### config.mk
export PLATFORM = sky130hd
export DESIGN_NAME = utf8_to_utf16_transcoder_flat
export DESIGN_NICKNAME = d
export VERILOG_FILES = /design/src/rtl/u2u_pkg.sv /design/src/rtl/u2u_in_if.sv /design/src/rtl/u2u_out_if.sv /design/src/rtl/utf8_to_utf16_transcoder.sv /design/src/rtl/u2u_decode.sv /design/src/rtl/u2u_out_buf.sv /design/src/flat_wrapper.sv
export SDC_FILE = /design/constraint.sdc
export NUM_CORES = 1
export LEC_CHECK = 0
export BUFFER_PORTS_ARGS = -buffer_cell sky130_fd_sc_hd__buf_4
export CORE_MARGIN = 2
export CORE_UTILIZATION = 32
export CTS_CLUSTER_DIAMETER = 40
export CTS_CLUSTER_SIZE = 10
export DETAILED_ROUTE_END_ITERATION = 8
export SLEW_MARGIN = 20
export SYNTH_ARGS = -nofsm -noshare
export SYNTH_HDL_FRONTEND = slang
export SYNTH_SLANG_ARGS = --single-unit
export TNS_END_PERCENT = 30
### constraint.sdc
create_clock -name clk_i -period 3.7 [get_ports clk_i]
set_input_delay 0.37 -clock clk_i [delete_from_list [all_inputs] [get_ports clk_i]]
set_output_delay 0.37 -clock clk_i [all_outputs]
set_load 0.05 [all_outputs]
### src/rtl/u2u_pkg.sv
package u2u_pkg;

  localparam int unsigned UnitW  = 16;
  localparam int unsigned PointW = 21;
  localparam int unsigned MaxUnits = 3;

  localparam logic [PointW-1:0] BmpLimit    = 21'h00FFFF;
  localparam logic [PointW-1:0] SuppOffset  = 21'h010000;
  localparam logic [UnitW-1:0]  HighSurBase = 16'hD800;
  localparam logic [UnitW-1:0]  LowSurBase  = 16'hDC00;
  localparam logic [UnitW-1:0]  Terminator  = 16'h0000;

  // lead byte classes
  localparam logic [2:0] Lead2Tag = 3'b110;
  localparam logic [3:0] Lead3Tag = 4'b1110;

  // decoded results of one item, unit 0 goes out first
  typedef struct packed {
    logic [MaxUnits-1:0][UnitW-1:0] units;
    logic [1:0]                     count;
    logic                           term;
  } bundle_t;

endpackage

### src/rtl/u2u_in_if.sv
interface u2u_in_if;
  logic       valid;
  logic       ready;
  logic [7:0] text_byte;
  logic       byte_present;
  logic       ends_string;

  modport source (output valid, output text_byte, output byte_present, output ends_string,
                  input ready);
  modport sink (input valid, input text_byte, input byte_present, input ends_string,
                output ready);
endinterface

### src/rtl/u2u_out_if.sv
interface u2u_out_if;
  logic        valid;
  logic        ready;
  logic [15:0] code_unit;
  logic        final_unit;

  modport source (output valid, output code_unit, output final_unit, input ready);
  modport sink (input valid, input code_unit, input final_unit, output ready);
endinterface

### src/rtl/utf8_to_utf16_transcoder.sv
// path: an accepted byte sits in the input register, is decoded and moves into the result
//   register once that is free; its first code unit is then shown from the result register
// throughput: one item per cycle while each item yields at most one code unit and the
//   output is ready; a surrogate pair or a unit plus terminator holds the input until sent
// reset: rst_ni is asynchronous, active low; it clears the pending sequence, the input
//   register and the result buffer, items in flight at reset are dropped
module utf8_to_utf16_transcoder (
  input  logic   clk_i,
  input  logic   rst_ni,
  u2u_in_if.sink   byte_i,
  u2u_out_if.source unit_o
);

  u2u_pkg::bundle_t bundle;
  logic             bundle_valid;
  logic             buf_free;

  // input register, utf-8 sequence state and the decode of one byte into up to
  // three utf-16 units (high half, low half, terminator)
  u2u_decode u_decode (
    .clk_i          (clk_i),
    .rst_ni         (rst_ni),
    .in_valid_i     (byte_i.valid),
    .in_ready_o     (byte_i.ready),
    .text_byte_i    (byte_i.text_byte),
    .byte_present_i (byte_i.byte_present),
    .ends_string_i  (byte_i.ends_string),
    .buf_free_i     (buf_free),
    .bundle_valid_o (bundle_valid),
    .bundle_o       (bundle)
  );

  // result register: holds one item's units and, while the output is ready, drains them one
  // per cycle; it frees up in the same cycle its last unit is taken
  u2u_out_buf u_out_buf (
    .clk_i          (clk_i),
    .rst_ni         (rst_ni),
    .bundle_valid_i (bundle_valid),
    .bundle_i       (bundle),
    .buf_free_o     (buf_free),
    .out_valid_o    (unit_o.valid),
    .out_ready_i    (unit_o.ready),
    .code_unit_o    (unit_o.code_unit),
    .final_unit_o   (unit_o.final_unit)
  );

endmodule

### src/rtl/u2u_decode.sv
module u2u_decode (
  input  logic              clk_i,
  input  logic              rst_ni,
  input  logic              in_valid_i,
  output logic              in_ready_o,
  input  logic [7:0]        text_byte_i,
  input  logic              byte_present_i,
  input  logic              ends_string_i,
  input  logic              buf_free_i,
  output logic              bundle_valid_o,
  output u2u_pkg::bundle_t  bundle_o
);

  logic                         hold_valid_q;
  logic [7:0]                   byte_q;
  logic                         present_q;
  logic                         ends_q;
  logic [u2u_pkg::PointW-1:0]   point_q, point_d;
  logic [1:0]                   rem_q, rem_d;
  logic                         advance;
  logic                         accept;

  assign advance    = hold_valid_q && buf_free_i;
  assign in_ready_o = !hold_valid_q || buf_free_i;
  assign accept     = in_valid_i && in_ready_o;

  // input register
  always_ff @(posedge clk_i or negedge rst_ni) begin
    if (!rst_ni) begin
      hold_valid_q <= 1'b0;
    end else if (in_ready_o) begin
      hold_valid_q <= in_valid_i;
    end
  end

  always_ff @(posedge clk_i) begin
    if (accept) begin
      byte_q    <= text_byte_i;
      present_q <= byte_present_i;
      ends_q    <= ends_string_i;
    end
  end

  // sequence state
  always_ff @(posedge clk_i or negedge rst_ni) begin
    if (!rst_ni) begin
      point_q <= '0;
      rem_q   <= '0;
    end else if (advance) begin
      point_q <= point_d;
      rem_q   <= rem_d;
    end
  end

  always_comb begin
    logic                       emit;
    logic [u2u_pkg::PointW-1:0] pt;
    logic [u2u_pkg::PointW-1:0] v;
    logic [1:0]                 n;
    u2u_pkg::bundle_t           b;

    point_d = point_q;
    rem_d   = rem_q;
    emit    = 1'b0;
    pt      = '0;
    v       = '0;
    n       = '0;
    b       = '0;

    if (present_q) begin
      if (rem_q == 2'd0) begin
        if (!byte_q[7]) begin
          emit = 1'b1;
          pt   = {13'd0, byte_q};
        end else if (byte_q[7:5] == u2u_pkg::Lead2Tag) begin
          point_d = {16'd0, byte_q[4:0]};
          rem_d   = 2'd1;
        end else if (byte_q[7:4] == u2u_pkg::Lead3Tag) begin
          point_d = {17'd0, byte_q[3:0]};
          rem_d   = 2'd2;
        end else begin
          point_d = {18'd0, byte_q[2:0]};
          rem_d   = 2'd3;
        end
      end else begin
        pt    = {point_q[14:0], byte_q[5:0]};
        rem_d = rem_q - 2'd1;
        if (rem_q == 2'd1) begin
          emit    = 1'b1;
          point_d = '0;
        end else begin
          point_d = pt;
        end
      end
    end

    if (emit) begin
      if (pt > u2u_pkg::BmpLimit) begin
        v          = pt - u2u_pkg::SuppOffset;
        b.units[0] = u2u_pkg::HighSurBase + {5'd0, v[20:10]};
        b.units[1] = u2u_pkg::LowSurBase | {6'd0, v[9:0]};
        n          = 2'd2;
      end else begin
        b.units[0] = pt[15:0];
        n          = 2'd1;
      end
    end

    if (ends_q) begin
      point_d    = '0;
      rem_d      = '0;
      b.units[n] = u2u_pkg::Terminator;
      n          = n + 2'd1;
      b.term     = 1'b1;
    end

    b.count        = n;
    bundle_o       = b;
    bundle_valid_o = advance && (n != 2'd0);
  end

endmodule

### src/rtl/u2u_out_buf.sv
module u2u_out_buf (
  input  logic              clk_i,
  input  logic              rst_ni,
  input  logic              bundle_valid_i,
  input  u2u_pkg::bundle_t  bundle_i,
  output logic              buf_free_o,
  output logic              out_valid_o,
  input  logic              out_ready_i,
  output logic [15:0]       code_unit_o,
  output logic              final_unit_o
);

  logic [u2u_pkg::MaxUnits-1:0][u2u_pkg::UnitW-1:0] units_q, units_d;
  logic [1:0] cnt_q, cnt_d;
  logic       term_q, term_d;
  logic       take;

  assign out_valid_o  = (cnt_q != 2'd0);
  assign take         = out_valid_o && out_ready_i;
  assign buf_free_o   = (cnt_q == 2'd0) || ((cnt_q == 2'd1) && out_ready_i);
  assign code_unit_o  = units_q[0];
  assign final_unit_o = term_q && (cnt_q == 2'd1);

  always_comb begin
    units_d = units_q;
    cnt_d   = cnt_q;
    term_d  = term_q;
    if (bundle_valid_i) begin
      units_d = bundle_i.units;
      cnt_d   = bundle_i.count;
      term_d  = bundle_i.term;
    end else if (take) begin
      // shift the next unit to the head
      units_d = {{u2u_pkg::UnitW{1'b0}}, units_q[2:1]};
      cnt_d   = cnt_q - 2'd1;
    end
  end

  always_ff @(posedge clk_i or negedge rst_ni) begin
    if (!rst_ni) begin
      cnt_q  <= '0;
      term_q <= 1'b0;
    end else begin
      cnt_q  <= cnt_d;
      term_q <= term_d;
    end
  end

  always_ff @(posedge clk_i) begin
    units_q <= units_d;
  end

endmodule

### src/flat_wrapper.sv
// flat-port wrapper written by rule: the top's interface ports become plain ports
module utf8_to_utf16_transcoder_flat 
  (clk_i, rst_ni, byte_i_valid, byte_i_text_byte, byte_i_byte_present, byte_i_ends_string, byte_i_ready, unit_o_valid, unit_o_code_unit, unit_o_final_unit, unit_o_ready);
  u2u_in_if byte_i_i ();
  u2u_out_if unit_o_i ();
  input  logic clk_i;
  input  logic rst_ni;
  input wire logic [$bits(byte_i_i.valid)-1:0] byte_i_valid;
  input wire logic [$bits(byte_i_i.text_byte)-1:0] byte_i_text_byte;
  input wire logic [$bits(byte_i_i.byte_present)-1:0] byte_i_byte_present;
  input wire logic [$bits(byte_i_i.ends_string)-1:0] byte_i_ends_string;
  output wire logic [$bits(byte_i_i.ready)-1:0] byte_i_ready;
  output wire logic [$bits(unit_o_i.valid)-1:0] unit_o_valid;
  output wire logic [$bits(unit_o_i.code_unit)-1:0] unit_o_code_unit;
  output wire logic [$bits(unit_o_i.final_unit)-1:0] unit_o_final_unit;
  input wire logic [$bits(unit_o_i.ready)-1:0] unit_o_ready;
  assign byte_i_i.valid = byte_i_valid;
  assign byte_i_i.text_byte = byte_i_text_byte;
  assign byte_i_i.byte_present = byte_i_byte_present;
  assign byte_i_i.ends_string = byte_i_ends_string;
  assign byte_i_ready = byte_i_i.ready;
  assign unit_o_valid = unit_o_i.valid;
  assign unit_o_code_unit = unit_o_i.code_unit;
  assign unit_o_final_unit = unit_o_i.final_unit;
  assign unit_o_i.ready = unit_o_ready;
  utf8_to_utf16_transcoder u_core (.clk_i(clk_i), .rst_ni(rst_ni), .byte_i(byte_i_i), .unit_o(unit_o_i));
endmodule
==> impl_metrics.json <==
{
  "synth_flop_cell": "edfxtp_1",
  "grt_pass1_wl_um": 10600,
  "synth_seq_cells": 58,
  "ys_types": 47,
  "outcome": "finished clean",
  "drive_gt1_frac": 0.189,
  "setup_tns_ps": 0,
  "synthAdderAreaFrac": 0.0165,
  "power.total_uw": 2890,
  "synth_edf_count": 37,
  "clock_skew_ps": 9.10,
  "yosysWarnings": 0,
  "postRouteAntennaNets": 0,
  "muxShareOfSynthArea": 0.0194,
  "grt_pass1_vias": 2116,
  "arrival_ps": 3460,
  "die_y_um": 101,
  "synth_most_common_cell": "nand2_1",
  "drt-wirelength-per-cell_um": 14.3,
  "vias_per_cell": 5.07,
  "setup.worst_path.start_class": "register",
  "finalMaxSlewViolations": 0,
  "cts_max_level": 3,
  "area_growth_pct": 12.9,
  "dr.pass1.iters": 4,
  "io_buffers": 32,
  "synth_area_per_cell_um2": 10.1,
  "stdcell_count": 434,
  "synth_top_family_by_area": "simple AND/OR/NAND/NOR gates",
  "holdCritPathClass": "input pin to register",
  "synth_fp_nets": 317,
  "gp_congestion": 0.864,
  "cap_violations": 0,
  "pin_count": 33,
  "grt_setup_unrepaired": "false",
  "fin_hold_ws_ps": 214,
  "power.density_mw_per_mm2": 847,
  "die_w_um": 101,
  "n_antenna_cell": 0,
  "drt_iter0_markers": 154,
  "drt_wl_total_um": 6220,
  "clk_pin_slew_ps": 60,
  "synth-xor-area-share": 0,
  "initial_core_util": 0.329,
  "synthTopCellsByArea": "edfxtp_1 37%, dfrtp_1 17%, nand2_1 6.8%",
  "drc_errors": 0,
  "post-route-period-util": 0.921,
  "grt.total_usage": 0.134,
  "grt_max_degree": 35,
  "cts_tree": "done",
  "antenna_found_initial": 0,
  "yosys.area_share.simple": 0.187,
  "clock-root-buffer": "clkbuf_8",
  "overflow": 0,
  "clock_path_buffers": 2,
  "core.rowCount": 35,
  "synth_common_cells": "55 x nand2_1, 37 x edfxtp_1, 31 x o21ai_0",
  "cts_made_buffers": 9,
  "fp.coreArea_mm2": 0.00920,
  "worstMarginPinSlew_ps": 670,
  "syn-cell-area_mm2": 0.00303,
  "synth_compound_area_frac": 0.164,
  "yosysSeqAreaShare": 0.541,
  "synth_top_area_share": 0.367,
  "worstSetupEndpointType": "register",
  "finalCriticalPeriod_ps": 3410,
  "required_ps": 3760,
  "post-synth-top-area-cell": "edfxtp_1",
  "leakagePower_uw": 0.00136,
  "max_slew_margin": 0.551,
  "critPathMaxFanout": 27,
  "fmax_ghz": 0.293,
  "setup_viol": 0,
  "vias": 2201,
  "dp.cells": 417,
  "synthCells": 299,
  "clock-sinks": 58,
  "peakVddDrop_v": 0.000265,
  "clk_latency_ps": 330,
  "fin_nets": 336,
  "critPathKind": "register to register",
  "hold_violations": 0,
  "synthArstFlopShare": 0.362,
  "post-cts-setup-buffer-count": 0,
  "die-area_mm2": 0.0102,
  "dp_hpwl_um": 4610
}
[routing by layer]
metal	wire, um	track usage
met1	2940	0.190
met2	2870	0.200
met3	338	0.0359
met4	76	0.0447
met5	0	0
[where the power goes]
part	internal, uW	switching, uW	total [uW]
registers	989	159	1150
clock network	234	229	463
logic	407	876	1280
[cell type report]
cell class | count | area, um2
clock buffer | 11 | 131
clock inverter | 5 | 21.3
fill | 943 | 5780
inverter | 6 | 22.5
multi-input combinational | 204 | 1170
sequential | 58 | 1640
tap | 111 | 139
timing repair buffer | 39 | 295
[what timing repair did]
item	4_1_cts	5_1_grt
hold buffers	1	0
resized for setup	0	0
endpoints found under the hold margin	21	0
[sequential cells by signal, indices dropped and copies added (netlist names)]
name                          cells
u_core.u_decode.byte_q            8
u_core.u_decode.ends_q            1
u_core.u_decode.hold_valid_q      1
u_core.u_decode.point_q          15
u_core.u_decode.present_q         1
u_core.u_decode.rem_q             2
u_core.u_out_buf.cnt_q            2
u_core.u_out_buf.code_unit_o     16
u_core.u_out_buf.term_q           1
u_core.u_out_buf.units_q         11
[cells by family (layout without fill, tap and decap cells)]
group,Yosys count,after routing
AO/OA/AOI/OAI,77,77
adder cells (fa/ha/maj),4,4
buffers and inverters,37,61
flip-flops,58,58
multiplexers,5,5
AND/OR/NAND/NOR,118,118
[worst paths after layout]
kind / endpoint / cells past startpoint / slack, ps / startpoint
worst min register to register: u_core.u_decode.hold_valid_q$_DFFE_PN0N_ / 2 / 520 / u_core.u_decode.hold_valid_q$_DFFE_PN0N_
max in group asynchronous: u_core.u_decode.point_q[11]$_DFFE_PN0P_ / 2 / 3010 / rst_ni
worst min-delay path: u_core.u_decode.ends_q$_DFFE_PP_ / 1 / 210 / byte_i_ends_string
worst max-delay path: u_core.u_out_buf.units_q[25]$_SDFFCE_PN0P_ / 11 / 290 / u_core.u_decode.rem_q[0]$_DFFE_PN0P_
worst max register to register: u_core.u_out_buf.units_q[25]$_SDFFCE_PN0P_ / 11 / 290 / u_core.u_decode.rem_q[0]$_DFFE_PN0P_
min in group asynchronous: u_core.u_out_buf.cnt_q[0]$_DFFE_PN0P_ / 2 / 450 / rst_ni
[placed cells by master (no fill, tap or decap), types with 9 or more instances in the layout]
master,count
nand3_1,13
nor2_1,14
nor2b_1,11
edfxtp_1,37
buf_4,38
nand2_1,55
dfrtp_1,21
a21oi_1,14
o21ai_0,31
clkbuf_8,9
[critical path: stages (launching register included)]
cell and delay (ps):
dfrtp_1 510, o21a_4 280, nand2_1 110, ha_1 230, o21ai_1 180, mux2_2 360, nand2_1 90, ha_1 340
nor2_1 270, a31o_2 390, nand2_2 100, buf_4 250
[per-stage QoR]
stage | area [um2] | worst slack (ps) | utilization
finish | 3420 | 292 | 0.372
global route | 3420 | 30.4 | 0.372
global placement | 3250 | 426 | 0.354
detailed placement | 3250 | 308 | 0.354
CTS | 3420 | 291 | 0.372
floorplan | 3030 | 244 | -
Note: power is estimated with default switching activity, not from simulation.
